$ cat src/rtl/muon_trigger_rate_decision_assert.svh
// ----------------------------------------------------------------------------
// Assertion macros for the muon trigger rate decision block
// Implication checks that are compiled only outside synthesis builds.
// ----------------------------------------------------------------------------
`ifndef MUON_TRIGGER_RATE_DECISION_ASSERT_SVH
`define MUON_TRIGGER_RATE_DECISION_ASSERT_SVH

`ifndef SYNTH

// Same-cycle implication, disabled while reset is asserted.
`define MTRD_ASSERT_IMP(lbl, clk, rstn, ante, cons) \
    lbl: assert property (@(posedge clk) disable iff (!(rstn)) (ante) |-> (cons)) \
        else $error("assertion failed");

// Next-cycle implication, disabled while reset is asserted.
`define MTRD_ASSERT_NXT(lbl, clk, rstn, ante, cons) \
    lbl: assert property (@(posedge clk) disable iff (!(rstn)) (ante) |=> (cons)) \
        else $error("assertion failed");

`else

`define MTRD_ASSERT_IMP(lbl, clk, rstn, ante, cons)
`define MTRD_ASSERT_NXT(lbl, clk, rstn, ante, cons)

`endif

`endif

$ cat src/rtl/mtrd_pkg.sv
// ----------------------------------------------------------------------------
// Muon trigger rate decision package
// Shared field widths, command codes and the structs passed between stages.
// ----------------------------------------------------------------------------
package mtrd_pkg;

    localparam int NumSources = 5;
    localparam int CmdW       = 3;
    localparam int BxW        = 3;
    localparam int QualW      = 3;
    localparam int EtaW       = 9;
    localparam int PtW        = 10;
    localparam int EtaLimW    = 8;
    localparam int PrescaleW  = 16;
    localparam int CountW     = 32;
    localparam int IndexW     = 5;

    // Candidate source codes carried in the command field.
    localparam logic [CmdW-1:0] CmdNone      = 3'd0;
    localparam logic [CmdW-1:0] CmdGlobal    = 3'd1;
    localparam logic [CmdW-1:0] CmdDriftTube = 3'd2;
    localparam logic [CmdW-1:0] CmdBarrelRpc = 3'd3;
    localparam logic [CmdW-1:0] CmdCsc       = 3'd4;
    localparam logic [CmdW-1:0] CmdFwdRpc    = 3'd5;

    // Source slots; the global source is the one with the quality cut.
    localparam int SrcGlobal = 0;

    localparam logic [QualW-1:0] MinGlobalQuality = 3'd4;

    // Configuration register indexes.
    localparam logic [1:0] CfgPtThreshold = 2'd0;
    localparam logic [1:0] CfgEtaLimit    = 2'd1;
    localparam logic [1:0] CfgPrescale    = 2'd2;

    typedef struct packed {
        logic [CmdW-1:0]         cmd;
        logic signed [BxW-1:0]   bunch_crossing;
        logic [QualW-1:0]        quality;
        logic signed [EtaW-1:0]  eta;
        logic [PtW-1:0]          pt;
        logic                    event_gate;
        logic                    last_in_event;
    } t_item;

    // Per-source best values after the current item has been applied.
    typedef struct packed {
        logic [NumSources-1:0]          found;
        logic [NumSources-1:0][PtW-1:0] momentum;
    } t_best;

    typedef struct packed {
        logic                  fired;
        logic                  accepted;
        logic [CountW-1:0]     count;
        logic [NumSources-1:0] reach;
    } t_decision;

endpackage

$ cat src/rtl/mtrd_track.sv
// ----------------------------------------------------------------------------
// Muon trigger per-source candidate tracker
// Applies the candidate cuts and keeps the best passing pt of each source.
// ----------------------------------------------------------------------------
`include "muon_trigger_rate_decision_assert.svh"

module mtrd_track #(
    parameter int MAX_PER_SOURCE = 16
) (
    input  logic                 i_clk,
    input  logic                 i_rst_n,
    input  logic                 i_adv,
    input  mtrd_pkg::t_item      i_item,
    input  logic [mtrd_pkg::EtaLimW-1:0] i_eta_limit,
    output mtrd_pkg::t_best      o_best,
    output logic [$clog2(MAX_PER_SOURCE+1)-1:0] o_best_pos [mtrd_pkg::NumSources]
);

    localparam int PosW = $clog2(MAX_PER_SOURCE + 1);
    localparam int NumSrc = mtrd_pkg::NumSources;

    logic [mtrd_pkg::PtW-1:0] r_best_mom  [NumSrc];
    logic [NumSrc-1:0]        r_best_found;
    logic [PosW-1:0]          r_best_pos  [NumSrc];
    logic [PosW-1:0]          r_next_pos  [NumSrc];

    logic [mtrd_pkg::PtW-1:0] n_best_mom  [NumSrc];
    logic [NumSrc-1:0]        n_best_found;
    logic [PosW-1:0]          n_best_pos  [NumSrc];
    logic [PosW-1:0]          n_next_pos  [NumSrc];

    logic [mtrd_pkg::EtaW-1:0] w_eta_mag;
    logic                      w_common_pass;
    logic                      w_qual_ok;
    logic [NumSrc-1:0]         w_sel;
    logic [NumSrc-1:0]         w_next_ok;

    // Magnitude of a 9-bit signed eta; -256 becomes 256 and fails any limit.
    assign w_eta_mag = i_item.eta[mtrd_pkg::EtaW-1] ? (~i_item.eta + 1'b1) : i_item.eta;
    assign w_common_pass = (i_item.bunch_crossing == '0) &&
                           (w_eta_mag <= {1'b0, i_eta_limit});
    assign w_qual_ok = i_item.quality >= mtrd_pkg::MinGlobalQuality;

    always_comb begin
        w_sel = '0;
        unique case (i_item.cmd)
            mtrd_pkg::CmdGlobal:    w_sel[0] = 1'b1;
            mtrd_pkg::CmdDriftTube: w_sel[1] = 1'b1;
            mtrd_pkg::CmdBarrelRpc: w_sel[2] = 1'b1;
            mtrd_pkg::CmdCsc:       w_sel[3] = 1'b1;
            mtrd_pkg::CmdFwdRpc:    w_sel[4] = 1'b1;
            default:                w_sel = '0;
        endcase
    end

    always_comb begin
        logic hit;
        logic pass;
        logic upd;
        for (int s = 0; s < NumSrc; s++) begin
            hit  = w_sel[s] && (r_next_pos[s] < PosW'(MAX_PER_SOURCE));
            pass = hit && w_common_pass && ((s != mtrd_pkg::SrcGlobal) || w_qual_ok);
            upd  = pass && (!r_best_found[s] || (i_item.pt > r_best_mom[s]));
            n_best_found[s] = r_best_found[s] || upd;
            n_best_mom[s]   = upd ? i_item.pt : r_best_mom[s];
            n_best_pos[s]   = upd ? r_next_pos[s] : r_best_pos[s];
            n_next_pos[s]   = hit ? (r_next_pos[s] + PosW'(1)) : r_next_pos[s];
            o_best.found[s]    = n_best_found[s];
            o_best.momentum[s] = n_best_mom[s];
            o_best_pos[s]      = n_best_pos[s];
            w_next_ok[s]       = r_next_pos[s] <= PosW'(MAX_PER_SOURCE);
        end
    end

    always_ff @(posedge i_clk) begin
        if (!i_rst_n) begin
            r_best_found <= '0;
            for (int s = 0; s < NumSrc; s++) begin
                r_best_mom[s] <= '0;
                r_best_pos[s] <= '0;
                r_next_pos[s] <= '0;
            end
        end else if (i_adv) begin
            for (int s = 0; s < NumSrc; s++) begin
                r_best_pos[s] <= n_best_pos[s];
                if (i_item.last_in_event) begin
                    r_best_mom[s] <= '0;
                    r_next_pos[s] <= '0;
                end else begin
                    r_best_mom[s] <= n_best_mom[s];
                    r_next_pos[s] <= n_next_pos[s];
                end
            end
            r_best_found <= i_item.last_in_event ? '0 : n_best_found;
        end
    end

    `MTRD_ASSERT_IMP(a_next_pos_bound, i_clk, i_rst_n, 1'b1, &w_next_ok)
    `MTRD_ASSERT_NXT(a_event_clears, i_clk, i_rst_n, i_adv && i_item.last_in_event, r_best_found == '0)

endmodule

$ cat src/rtl/mtrd_decide.sv
// ----------------------------------------------------------------------------
// Muon trigger decision and prescale
// Forms the fire decision from the best values and keeps the prescale state.
// ----------------------------------------------------------------------------
`include "muon_trigger_rate_decision_assert.svh"

module mtrd_decide (
    input  logic                              i_clk,
    input  logic                              i_rst_n,
    input  logic                              i_load,
    input  logic                              i_gate,
    input  mtrd_pkg::t_best                   i_best,
    input  logic [mtrd_pkg::PtW-1:0]          i_pt_threshold,
    input  logic [mtrd_pkg::PrescaleW-1:0]    i_prescale,
    output mtrd_pkg::t_decision               o_dec
);

    localparam int NumSrc = mtrd_pkg::NumSources;

    logic [mtrd_pkg::PrescaleW-1:0] r_phase;
    logic [mtrd_pkg::CountW-1:0]    r_total;
    logic [mtrd_pkg::PrescaleW-1:0] n_phase;
    logic [mtrd_pkg::CountW-1:0]    n_total;

    logic [NumSrc-1:0]              w_reach;
    logic                           w_fired;
    logic                           w_wrap;
    logic [mtrd_pkg::PrescaleW-1:0] w_ps;

    always_comb begin
        for (int s = 0; s < NumSrc; s++) begin
            w_reach[s] = i_gate && i_best.found[s] && (i_best.momentum[s] >= i_pt_threshold);
        end
    end

    assign w_fired = w_reach[mtrd_pkg::SrcGlobal] ||
                     (i_gate && i_best.found[mtrd_pkg::SrcGlobal] && (|w_reach[NumSrc-1:1]));

    // A prescale of zero behaves as one.
    assign w_ps   = (i_prescale == '0) ? mtrd_pkg::PrescaleW'(1) : i_prescale;
    assign w_wrap = ({1'b0, r_phase} + 17'd1) >= {1'b0, w_ps};

    always_comb begin
        n_phase = r_phase;
        n_total = r_total;
        if (w_fired) begin
            if (w_wrap) begin
                n_phase = '0;
                if (r_total != '1) begin
                    n_total = r_total + 32'd1;
                end
            end else begin
                n_phase = r_phase + 16'd1;
            end
        end
    end

    assign o_dec.fired    = w_fired;
    assign o_dec.accepted = w_fired && w_wrap;
    assign o_dec.count    = n_total;
    assign o_dec.reach    = w_reach;

    always_ff @(posedge i_clk) begin
        if (!i_rst_n) begin
            r_phase <= '0;
            r_total <= '0;
        end else if (i_load) begin
            r_phase <= n_phase;
            r_total <= n_total;
        end
    end

    `MTRD_ASSERT_NXT(a_total_holds, i_clk, i_rst_n, i_load && !o_dec.accepted, r_total == $past(r_total))
    `MTRD_ASSERT_NXT(a_total_monotone, i_clk, i_rst_n, i_load, r_total >= $past(r_total))

endmodule

$ cat src/rtl/muon_trigger_rate_decision.sv
// ----------------------------------------------------------------------------
// Muon trigger rate decision
// Level-1 single muon trigger decision per event with prescaled accepts.
// ----------------------------------------------------------------------------
//
//  channel   direction  handshake                    contents
//  s_axis    in         s_axis_tvalid/s_axis_tready  one candidate item per beat
//  m_axis    out        m_axis_tvalid/m_axis_tready  one decision per closed event
//  cfg       in         i_cfg_valid/o_cfg_ready      register index and value
//
//  Each item is held in the input register, where the per-source compare
//  and update logic runs; a closing item loads the result register as it
//  leaves the input register, and the result register then presents the
//  event decision. One item is taken every cycle while the result
//  register is free or being drained. A stalled result holds back a closing
//  item and the items behind it; candidate items flow on while no closing
//  item waits. Reset is synchronous and active low and clears the event, prescale and count state.
//
// ----------------------------------------------------------------------------
`include "muon_trigger_rate_decision_assert.svh"

module muon_trigger_rate_decision #(
    parameter int MAX_PER_SOURCE = 16
) (
    input  logic        i_clk,
    input  logic        i_rst_n,

    // Candidate stream.
    input  logic        s_axis_tvalid,
    output logic        s_axis_tready,
    // [2:0] bunch_crossing, [5:3] quality, [14:6] eta, [24:15] pt,
    // [25] event_gate, [31:26] zero
    input  logic [31:0] s_axis_tdata,
    // [2:0] cmd
    input  logic [2:0]  s_axis_tuser,
    input  logic        s_axis_tlast,

    // Decision stream.
    output logic        m_axis_tvalid,
    input  logic        m_axis_tready,
    // [0] fired, [1] accepted, [33:2] accepted_count, [38:34] global_index,
    // [43:39] drift_tube_index, [48:44] barrel_rpc_index, [53:49] csc_index,
    // [58:54] forward_rpc_index, [63:59] zero
    output logic [63:0] m_axis_tdata,

    // Configuration writes.
    input  logic        i_cfg_valid,
    output logic        o_cfg_ready,
    input  logic [1:0]  i_cfg_index,
    input  logic [15:0] i_cfg_data
);

    localparam int PosW   = $clog2(MAX_PER_SOURCE + 1);
    localparam int NumSrc = mtrd_pkg::NumSources;

    // Configuration registers.
    logic [mtrd_pkg::PtW-1:0]       r_pt_threshold;
    logic [mtrd_pkg::EtaLimW-1:0]   r_eta_limit;
    logic [mtrd_pkg::PrescaleW-1:0] r_prescale;

    // Input register holding the item being worked on.
    logic            r_in_valid;
    mtrd_pkg::t_item r_in;

    // Result register.
    logic            r_out_valid;
    logic [63:0]     r_out_data;

    logic                w_adv;
    logic                w_out_free;
    logic                w_load;
    logic                w_close_held;
    mtrd_pkg::t_best     w_best;
    logic [PosW-1:0]     w_best_pos [NumSrc];
    mtrd_pkg::t_decision w_dec;
    logic [mtrd_pkg::IndexW-1:0] w_index [NumSrc];
    logic [63:0]         n_out_data;

    // The configuration port never stalls.
    assign o_cfg_ready = 1'b1;

    always_ff @(posedge i_clk) begin
        if (!i_rst_n) begin
            r_pt_threshold <= '0;
            r_eta_limit    <= '1;
            r_prescale     <= mtrd_pkg::PrescaleW'(1);
        end else if (i_cfg_valid) begin
            unique case (i_cfg_index)
                mtrd_pkg::CfgPtThreshold: r_pt_threshold <= i_cfg_data[mtrd_pkg::PtW-1:0];
                mtrd_pkg::CfgEtaLimit:    r_eta_limit    <= i_cfg_data[mtrd_pkg::EtaLimW-1:0];
                mtrd_pkg::CfgPrescale:    r_prescale     <= i_cfg_data;
                default: ;
            endcase
        end
    end

    // The result register is free when empty or drained this cycle.
    assign w_out_free = !r_out_valid || m_axis_tready;
    // Candidate items always move on; a closing item needs room for its result.
    assign w_adv  = r_in_valid && (!r_in.last_in_event || w_out_free);
    assign w_load = w_adv && r_in.last_in_event;
    assign s_axis_tready = !r_in_valid || w_adv;

    // A closing item is waiting behind a result that is not being drained.
    assign w_close_held = r_in_valid && r_in.last_in_event && r_out_valid && !m_axis_tready;

    always_ff @(posedge i_clk) begin
        if (!i_rst_n) begin
            r_in_valid <= 1'b0;
        end else if (s_axis_tvalid && s_axis_tready) begin
            r_in_valid <= 1'b1;
        end else if (w_adv) begin
            r_in_valid <= 1'b0;
        end
    end

    always_ff @(posedge i_clk) begin
        if (s_axis_tvalid && s_axis_tready) begin
            r_in.cmd            <= s_axis_tuser;
            r_in.bunch_crossing <= s_axis_tdata[2:0];
            r_in.quality        <= s_axis_tdata[5:3];
            r_in.eta            <= s_axis_tdata[14:6];
            r_in.pt             <= s_axis_tdata[24:15];
            r_in.event_gate     <= s_axis_tdata[25];
            r_in.last_in_event  <= s_axis_tlast;
        end
    end

    mtrd_track #(
        .MAX_PER_SOURCE (MAX_PER_SOURCE)
    ) u_track (
        .i_clk       (i_clk),
        .i_rst_n     (i_rst_n),
        .i_adv       (w_adv),
        .i_item      (r_in),
        .i_eta_limit (r_eta_limit),
        .o_best      (w_best),
        .o_best_pos  (w_best_pos)
    );

    mtrd_decide u_decide (
        .i_clk          (i_clk),
        .i_rst_n        (i_rst_n),
        .i_load         (w_load),
        .i_gate         (r_in.event_gate),
        .i_best         (w_best),
        .i_pt_threshold (r_pt_threshold),
        .i_prescale     (r_prescale),
        .o_dec          (w_dec)
    );

    // A source reports its best position, low five bits, or all ones when the
    // event gate is low, it has no passing item, or its best pt is below the threshold.
    always_comb begin
        for (int s = 0; s < NumSrc; s++) begin
            w_index[s] = w_dec.reach[s] ? mtrd_pkg::IndexW'(w_best_pos[s]) : '1;
        end
    end

    assign n_out_data = {5'b0, w_index[4], w_index[3], w_index[2], w_index[1], w_index[0],
                         w_dec.count, w_dec.accepted, w_dec.fired};

    always_ff @(posedge i_clk) begin
        if (!i_rst_n) begin
            r_out_valid <= 1'b0;
        end else if (w_load) begin
            r_out_valid <= 1'b1;
        end else if (m_axis_tready) begin
            r_out_valid <= 1'b0;
        end
    end

    always_ff @(posedge i_clk) begin
        if (w_load) begin
            r_out_data <= n_out_data;
        end
    end

    assign m_axis_tvalid = r_out_valid;
    assign m_axis_tdata  = r_out_data;

    `MTRD_ASSERT_IMP(a_accept_needs_fire, i_clk, i_rst_n, r_out_valid, !r_out_data[1] || r_out_data[0])
    `MTRD_ASSERT_NXT(a_close_waits, i_clk, i_rst_n, w_close_held, r_in_valid && r_in.last_in_event)

endmodule
$ cat config.mk
export PLATFORM = sky130hd
export DESIGN_NAME = muon_trigger_rate_decision
export DESIGN_NICKNAME = d
export VERILOG_FILES = /design/src/rtl/mtrd_pkg.sv /design/src/rtl/mtrd_track.sv /design/src/rtl/mtrd_decide.sv /design/src/rtl/muon_trigger_rate_decision.sv
export VERILOG_INCLUDE_DIRS = /design/src /design/src/rtl
export SDC_FILE = /design/constraint.sdc
export NUM_CORES = 1
export LEC_CHECK = 0
export BUFFER_PORTS_ARGS = -buffer_cell sky130_fd_sc_hd__buf_2
export CAP_MARGIN = 20
export CORE_MARGIN = 2
export CORE_UTILIZATION = 51
export CTS_CLUSTER_DIAMETER = 200
export DETAILED_ROUTE_END_ITERATION = 12
export HOLD_SLACK_MARGIN = 0.05
export PLACE_DENSITY = 0.77
export SYNTH_ARGS = -nofsm -noshare
export SYNTH_HDL_FRONTEND = slang
export SYNTH_SLANG_ARGS = --single-unit
$ cat constraint.sdc
create_clock -name i_clk -period 8.6 [get_ports i_clk]
set_clock_uncertainty 0.2 [all_clocks]
set_input_delay 0.43 -clock i_clk [delete_from_list [all_inputs] [get_ports i_clk]]
set_output_delay 0.43 -clock i_clk [all_outputs]
set_load 0.01 [all_outputs]
## After elaboration in Yosys (flattened, before gate mapping)

Memory sizes are Yosys's and may differ from the RTL's.
Cells that the tools add are included.

| word-level totals | value |
|---|---|
| bits in registers | 178 |
| memory bits (writable) | 100 |
| output and inout bits | 67 |
| word-level logic and storage cells | 217 |
| memories | 3 |

Memories:

| memory | words | width | rd ports | clocked after Yosys merged registers in | wr ports | RTL line | RTL |
|---|---|---|---|---|---|---|---|
| u_track.r_best_mom | 5 | 10 | 5 | 0 | 5 | mtrd_track.sv:22 | `logic [mtrd_pkg::PtW-1:0] r_best_mom [NumSrc];` |
| u_track.r_best_pos | 5 | 5 | 5 | 0 | 5 | mtrd_track.sv:24 | `logic [PosW-1:0] r_best_pos [NumSrc];` |
| u_track.r_next_pos | 5 | 5 | 5 | 0 | 5 | mtrd_track.sv:25 | `logic [PosW-1:0] r_next_pos [NumSrc];` |

| cells by class | value |
|---|---|
| add/subtract/negate cells | 9 |
| magnitude comparators | 18 |
| eq/ne operators | 8 |
| muxes and demuxes | 68 |
| bitwise gates (word level) | 26 |
| reductions and logical operators | 64 |

Operator list:

| cell | count |
|---|---|
| $mux W10 | 15 |
| $mux W5 | 26 |
| $mux W32 | 3 |
| $ge A10 B10 Y1 | 5 |
| $gt A10 B10 Y1 | 5 |
| $add A32 B1 Y32 const B | 1 |
| $logic_and A1 B1 Y1 | 32 |
| $mux W16 | 2 |
| $ne A32 B32 Y1 const B | 1 |
| $add A5 B1 Y5 const B | 5 |
| $lt A5 B5 Y1 const B | 5 |
| $or A1 B1 Y1 | 25 |
| $mux W1 | 21 |
| $add A16 B1 Y17 const B | 1 |
| $ge A17 B16 Y1 | 1 |
| $add A16 B1 Y16 const B | 1 |
| $logic_not A16 Y1 | 1 |
| $logic_or A1 B1 Y1 | 14 |
| $add A9 B1 Y9 const B | 1 |
| $le A9 B8 Y1 | 1 |
| $mux W9 | 1 |
| $not A9 Y9 | 1 |
| $logic_not A1 Y1 | 8 |
| $reduce_and A2 Y1 | 4 |
| other kinds (10) | 13 |

## Longest topological paths before layout

Gate-level depths: netlist of the first run.

| depth | value |
|---|---|
| depth after elaboration | 14 |
| mapped depth | 26 |

## Modules after synthesis

A second synthesis of the first run with hierarchy kept.

| unflattened totals | value |
|---|---|
| cells, all modules | 1638 |
| area, all modules | 16319.4 um^2 |

By module, submodules not included:

| module | times used | cells an instance | area an instance (um^2) | seq. area each (um^2) |
|---|---|---|---|---|
| mtrd_track | 1 | 747 | 7287.0 | 3103.0 |
| mtrd_decide | 1 | 616 | 4673.2 | 960.9 |
| muon_trigger_rate_decision | 1 | 275 | 4359.2 | 3393.3 |

## Least setup slack after synthesis of the first run

OpenSTA, ideal clock, no wires.

| timing path | value |
|---|---|
| kind | reg-to-reg |
| from | register r_in[14] (netlist bit) |
| to | register r_out_data[3], in the netlist m_axis_tdata[3], data pin |
| setup time | 0.262 ns |
| arrival | 5.191 ns |
| path slack | 2.947 ns |
| stages on the path, launching flop included | 24 |
| cell sequence | edfxtp_1 > nor3_1 > nand3_1 > o31ai_1 > xnor2_1 > ha_1 > a211oi_1 > o221ai_1 > o21ai_2 > nand2_2 > a211o_1 > clkbuf_1 > buf_2 > mux2i_1 > ha_1 > nand2b_1 > a2111oi_0 > nor4_1 > o41ai_1 > o22ai_1 > nor4_4 > buf_4 > nor3_1 > mux2_1 |

| on the way | value |
|---|---|
| longest elaborated chain between the ends | 14 |

RTL lines:

| element | RTL line | RTL |
|---|---|---|
| start, declared | muon_trigger_rate_decision.sv:63 | `mtrd_pkg::t_item r_in;` |
| $not A9 Y9 | mtrd_track.sv:39 | `assign w_eta_mag = i_item.eta[mtrd_pkg::EtaW-1] ? (~i_item.eta + 1'b1) : i_item.eta;` |
| $add A9 B1 Y9 | mtrd_track.sv:39 |  |
| $mux W9 (*) | mtrd_track.sv:39 |  |
| $le A9 B8 Y1 (*) | mtrd_track.sv:41 | `(w_eta_mag <= {1'b0, i_eta_limit});` |
| $logic_and A1 B1 Y1 (*) | mtrd_track.sv:40 | `assign w_common_pass = (i_item.bunch_crossing == '0) &&` |
| $logic_and A1 B1 Y1 | mtrd_track.sv:62 | `pass = hit && w_common_pass && ((s != mtrd_pkg::SrcGlobal) \|\| w_qual_ok);` |
| $logic_and A1 B1 Y1 | mtrd_track.sv:63 | `upd = pass && (!r_best_found[s] \|\| (i_item.pt > r_best_mom[s]));` |
| $mux W10 / $logic_or A1 B1 Y1 (equally long branches) | mtrd_track.sv:65, mtrd_track.sv:64 |  |
| $ge A10 B10 Y1 / $logic_and A1 B1 Y1 (equally long branches) | mtrd_decide.sv:32 | `w_reach[s] = i_gate && i_best.found[s] && (i_best.momentum[s] >= i_pt_threshold);` |
| $logic_and A1 B1 Y1 | mtrd_decide.sv:32 |  |
| $reduce_or A4 Y1 | mtrd_decide.sv:37 | `(i_gate && i_best.found[mtrd_pkg::SrcGlobal] && (\|w_reach[NumSrc-1:1]));` |
| $logic_and A1 B1 Y1 | mtrd_decide.sv:37 |  |
| $logic_or A1 B1 Y1 (*) | mtrd_decide.sv:36 | `assign w_fired = w_reach[mtrd_pkg::SrcGlobal] \|\|` |
| $mux W32 (*) | mtrd_decide.sv:46 | `if (w_fired) begin` |
| net n_out_data[3] | muon_trigger_rate_decision.sv:77 | `logic [63:0] n_out_data;` |
| end signal, assigned | muon_trigger_rate_decision.sv:175 | `r_out_data <= n_out_data;` |
| end, declared | muon_trigger_rate_decision.sv:67 | `logic [63:0] r_out_data;` |

Mark *: on every way through the listed nets, which the timed path passes. The rest lies on a longest branch.
A chain may end at the register's enable or synchronous reset.

## Worst setup path after layout of the first run

| timing path | value |
|---|---|
| from | register r_in[15] (netlist bit) |
| to | register r_out_data[22], in the netlist m_axis_tdata[22], data pin |

Same word-level chain as after synthesis.

==> results of run 1 <==
==> kinds of logic after synthesis <==
logic type,count (synthesis),share of synthesized area [%]
simple gates,492,16.6
fa+ha+maj,132,10.7
mux,75,5.24
xor+xnor,66,3.75
flops,276,48.0
buf+inv,173,4.59
other cells,2,0.0487
compound gates,260,11.0
==> state kept, by name, indices dropped and copies added (netlist names) <==
signal                flops
u_decide.r_total         32
r_eta_limit               8
m_axis_tdata             59
u_track.r_next_pos       25
r_pt_threshold           10
r_in_valid                1
u_track.r_best_mom       50
m_axis_tvalid             1
u_track.r_best_pos       25
r_in                     28
u_track.r_best_found      5
u_decide.r_phase         16
r_prescale               16
==> per-stage QoR <==
stage / total power, W / area, um2 / cells / hold slack, ps
floorplan: 0.00176 / 15400 / 1480 / 243
global placement: 0.00185 / 16300 / 1921 / 254
detailed placement: 0.00187 / 16300 / 1921 / 264
CTS: 0.00321 / 17700 / 2020 / 121
global route: 0.00331 / 17800 / 2024 / 86.2
finish: 0.00321 / 17800 / 2024 / 80.7
==> synth_stat cells (4+ instances only) <==
library cell,n
nand2_1,114
o211ai_1,25
dfxtp_1,89
edfxtp_1,187
o31ai_1,31
a21o_1,19
and3_1,16
ha_1,132
a211oi_1,6
nand3_1,38
xor2_1,47
nand2b_1,13
inv_1,100
or4_1,30
nor2_1,105
a21oi_1,99
buf_4,11
o21a_1,6
nand4_1,30
nor2b_1,7
clkbuf_1,45
nor4_1,36
nand3b_1,6
o21ai_0,22
or3_1,8
mux2_2,45
mux2i_1,29
or2_2,7
nor3_1,16
o41ai_1,8
nor3b_1,4
a211o_1,5
buf_1,4
buf_2,12
o21ai_1,9
and2_1,46
xnor2_1,19
==> metal layers <==
metal | part of all wire [%] | GRT usage, %
met4 | 3.4 | 8.71
met1 | 42 | 30.3
met2 | 49 | 41.4
met3 | 5.2 | 3.19
met5 | 0 | 0
==> power breakdown <==
part           total (W)  switching, W  leakage, nW  internal, W
clock            0.00133      0.000555        0.497     0.000777
combinational   0.000362      0.000224         4.01     0.000139
sequential       0.00151     0.0000408         2.57      0.00147
total            0.00321      0.000820         7.08      0.00239
==> final cells by class <==
class	count	area, um2	area share [%]
multi-input combinational	1031	7350	41.3
timing repair buffer	173	1200	6.72
inverter	100	375	2.11
clock inverter	19	223	1.25
sequential	276	7400	41.5
tap	390	488	2.74
clock buffer	35	788	4.42
==> placed cells by master (no fill, tap or decap), types with 13 or more instances in the layout <==
master           n
edfxtp_1       187
ha_1           132
nand2_1        114
buf_2          111
nor2_1         104
inv_1           99
a21oi_1         99
dfxtp_1         89
xor2_1          47
and2_1          46
mux2_2          45
dlygate4sd3_1   45
nand3_1         38
nor4_1          36
o31ai_1         31
nand4_1         30
or4_1           30
mux2i_1         29
clkbuf_16       29
o211ai_1        25
o21ai_0         22
a21o_1          19
xnor2_1         19
nor3_1          16
and3_1          16
nand2b_1        13
==> worst max-delay path by stage <==
stage	cells after the start	endpoint
detailed placement	21	m_axis_tdata[15]
finish	21	m_axis_tdata[22]
global route	21	m_axis_tdata[27]
CTS	21	m_axis_tdata[15]
global placement	21	m_axis_tdata[21]
floorplan	23	m_axis_tdata[3]
==> critical path: cells and delay by family (launching register included) <==
| family | cells | cell delay (ps) |
|---|---|---|
| muxes | 1 | 370 |
| AOI/OAI and AO/OA | 8 | 2890 |
| xor gates and xnor gates | 2 | 290 |
| and+or+nand+nor | 7 | 2000 |
| adders and majority gates | 2 | 480 |
| buffers and inverters | 1 | 310 |
| DFF | 1 | 430 |
==> repair_timing <==
action / in CTS / in global routing
buffers inserted: 0 / 0
hold endpoints to repair: 63 / 0
hold buffers: 45 / 0
setup endpoints to repair: 0 / 0
==> run metrics, run 1 <==
run status finished clean; Setup crit start kind flip-flop; post-place setup slack 1500 ps; area of the mapped netlist 15400 um2; kind of critical path reg2reg; hold path start i_cfg_index[1]; slowest stage delay, CP 970 ps; row cnt 63; largest net degree at the start of global routing 69; clock root cell clkbuf_16; period utilisation layout 85.0%; Post-synth ARST share 0%; top_reg_cell synth edfxtp_1; Longest Clk Path Bufs 3; WHS Endpoint r_pt_threshold[4]; setup_tns 0 ps; RePlAce Congestion 0.871; DRC 0; Post-DRT Antenna Nets 0; HP Class in2reg; number of synthesized flops with an enable pin 187; fin util 60.0%; CTS Sinks 276; RSZ-0062 raised after global routing no; Worst Path Max Fanout 54; CTS resizes 0; Fin. Hold Viols 0; FF-to-FF End m_axis_tdata[22]; Synth area leaders edfxtp_1, dfxtp_1, ha_1; CP Cell Sequence nor3_1, nand3_1, o31ai_1, xnor2_1, ha_1, a211oi_1, o221ai_1, o21ai_2, nand2_2, a211o_1, mux2i_1, ha_1, nand2b_1, a2111oi_0, nor4_1, o41ai_1, o22ai_1, nor4_4, buf_12, nor4_1, xor2_1; worst flop-to-flop path startpoint r_in[15]; Ant. Diodes 0; PwrDens 180 nW/um2; Die W 178 um; P_leak 7.08 nW; Synth area leader edfxtp_1; CP Capture Type flip-flop; fin nets 1802; Worst Setup SP r_in[15]; r2r setup slk 1290 ps; I/O pin cnt 126; final critical path time including I/O delays and setup 7310 ps; worst slew pin tran 1130 ps; DIE AREA 31600 um2; layout cells sized above 1 14.8%; WL/cell 18.9 um; initial antenna violation count 0; FF+latch count, synth 276; GRT Total Usage 23.8%; crit path DAT 7400 ps; Netlist cell types 72; setup ws final 1290 ps; first-pass GRT wire length 60.3 mm; TritonRoute pass-1 iters 7; HPWL after DPL 25.2 mm; Syn Area/Cell 10.4 um2; Num CTS Buffers 29; CTS HTree Levels 1; # fillers 2371; Worst EP required 8690 ps; total of max-cap violations 0; Die Height 178 um; hold path depth 5; Iteration-0 DRC Markers 1049; synth warn 0; pins over their slew limit 0; Worst R2R Path Depth 21; DR vias/cell 5.92; vias in the first global route 11800; CTS clk-pin slew, worst paths 60 ps; Core Region 29700 um2; Synth top area share 36.4%; total grt overflow 0; Initial Utilization 51.9%; clock latency on the worst-skew pair 580 ps; max_slew headroom 24.6%; post-synthesis sequential area ratio 48.0%; P&R area growth vs syn 15.6%; final setup fails 0; via count 12000; CTS tree done; drt total wl 38.3 mm; Max Clk Rate 0.137 GHz; Synth Instances 1476; maximum vdd drop 0.000151 V; Critical Path Slowest Stage Cell nor4_4; IO Port Bufs 111
Power figures use the tool's default switching activity.
==> run 2, diff against run 1 <==
--- a/config.mk
+++ b/config.mk
@@ -14,6 +14,7 @@
 export DETAILED_ROUTE_END_ITERATION = 12
 export HOLD_SLACK_MARGIN = 0.05
 export PLACE_DENSITY = 0.77
+export RECOVER_POWER = 100
 export SYNTH_ARGS = -nofsm -noshare
 export SYNTH_HDL_FRONTEND = slang
 export SYNTH_SLANG_ARGS = --single-unit
==> run metrics, run 2 (synthesized netlist as in run 1, its figures left out) <==
DR vias/cell 5.96; CTS Sinks 276; worst flop-to-flop path startpoint r_in[15]; met2 wire length 19.0 mm; GRT Total Usage 23.8%; Worst Setup SP r_in[15]; kind of critical path reg2reg; run status finished, violations left; Initial Utilization 51.9%; via count 12100; Die Height 178 um; period utilisation layout 87.9%; Worst Path Max Fanout 54; Setup crit start kind flip-flop; Longest Clk Path Bufs 3; RSZ-0062 raised after global routing no; Buf/Inv on CP 1; vias in the first global route 11800; P&R area growth vs syn 14.3%; met1 wire length 16.1 mm; P_leak 6.82 nW; CTS resizes 0; max_slew headroom -146%; largest net degree at the start of global routing 69; RePlAce Congestion 0.871; non-filler cells, final 2024; fin nets 1802; Fin. Hold Viols 0; met3 routed WL 2.06 mm; Iteration-0 DRC Markers 1040; setup_tns 0 ps; HP Class in2reg; DIE AREA 31600 um2; IO Port Bufs 111; total grt overflow 0; leading cell type in the layout, fill and taps excluded edfxtp_1; Worst EP required 8690 ps; CTS HTree Levels 1; first-pass GRT wire length 60.3 mm; commonest non-fill, non-tap cells in the layout edfxtp_1, ha_1, nand2_1; HPWL after DPL 25.2 mm; clock latency on the worst-skew pair 580 ps; CTS tree done; pins over their slew limit 234; Inst Count DP 1921; crit path DAT 7650 ps; CP Capture Type flip-flop; uppermost layer routed met4; drt total wl 38.5 mm; slowest stage delay, CP 980 ps; total of max-cap violations 6; maximum vdd drop 0.000151 V; CTS clk-pin slew, worst paths 60 ps; Die W 178 um; Critical Path Slowest Stage Cell nor4_4; final critical path time including I/O delays and setup 7560 ps; Design Power 0.00320 W; WL/cell 19.0 um; row cnt 63; DRC 0; I/O pin cnt 126; CP Cell Sequence nor3_1, nand3_1, o31ai_1, xnor2_1, ha_1, a211oi_1, o221ai_1, o21ai_2, nand2_1, a211o_1, mux2_1, ha_1, a21o_1, a211oi_1, o21ai_0, a2111oi_0, o22ai_1, nor4_4, buf_12, nor4_1, xor2_1; clock root cell clkbuf_16; failing checks max-capacitance violations, max-slew violations; layout cells sized above 1 9.55%; post-CTS setup buffer count 0; PwrDens 182 nW/um2; Max Clk Rate 0.132 GHz; initial antenna violation count 0; Ant. Diodes 0; Core Region 29700 um2; TritonRoute pass-1 iters 7; Num CTS Buffers 29; delay-heaviest family, CP compound AO/OA/AOI/OAI gates; final setup fails 0; Largest register FFs 59; hold path start i_cfg_index[0]; Post-DRT Antenna Nets 0; worst slew pin tran 3700 ps
[run 2: changes by cell type in the layout (fill, tap and decap cells not counted), moves of 3 or more]
cell | previous run | this run
and2_0 | 0 | 27
and2_1 | 46 | 19
buf_2 | 111 | 40
buf_4 | 12 | 7
clkbuf_1 | 2 | 81
mux2_1 | 1 | 4
mux2_2 | 45 | 42
o21ai_0 | 22 | 28
o21ai_1 | 9 | 3
[run 2: tightest hold or removal path, stage by stage]
cell and delay, ps:
buf_2 120, nor3b_2 70, nor2_1 90, a21oi_1 50, nor2_1 70
[run 2: per-stage QoR]
| step | utilization, % | hold slack (ps) | setup slack (ps) | area, um2 |
|---|---|---|---|---|
| CTS | 59.7 | 121 | 1440 | 17700 |
| floorplan | - | 243 | 2950 | 15400 |
| finish | 59.3 | 87.1 | 1040 | 17600 |
| global placement | 54.8 | 254 | 1560 | 16300 |
| detailed placement | 54.8 | 264 | 1500 | 16300 |
| global route | 59.3 | 86.2 | 526 | 17600 |
[run 2: repair_timing]
action / in CTS / in global routing
hold buffers: 45 / 0
hold endpoints to repair: 63 / 0
setup endpoints to repair: 0 / 0
[run 2: path summary, 6_finish.rpt]
kind / depth (start not counted) / slack [ps] / to
setup reg to reg: 21 / 1040 / m_axis_tdata[15]
setup / recovery: 21 / 1040 / m_axis_tdata[15]
hold / removal: 5 / 90 / r_pt_threshold[4]
hold reg to reg: 2 / 270 / r_prescale[0]
[run 2: layout make-up]
type                            count  area [um2]
Fill cell                        2423       12100
Inverter                          100         375
Multi-Input combinational cell   1031        7320
Tap cell                          390         488
Sequential cell                   276        7400
Clock inverter                     19         223
Timing Repair Buffer              173        1030
Clock buffer                       35         788
[run 2: report_power, final]
group / total, W / switching (W) / internal, W
Combinational: 0.000353 / 0.000222 / 0.000131
Clock: 0.00133 / 0.000556 / 0.000777
Sequential: 0.00151 / 0.0000412 / 0.00147
[run 2: layer usage]
layer	GRT usage (%)	vias up
li1	-	5706
met1	30.3	5883
met2	41.4	368
met3	3.19	98
met4	8.71	0
met5	0	-
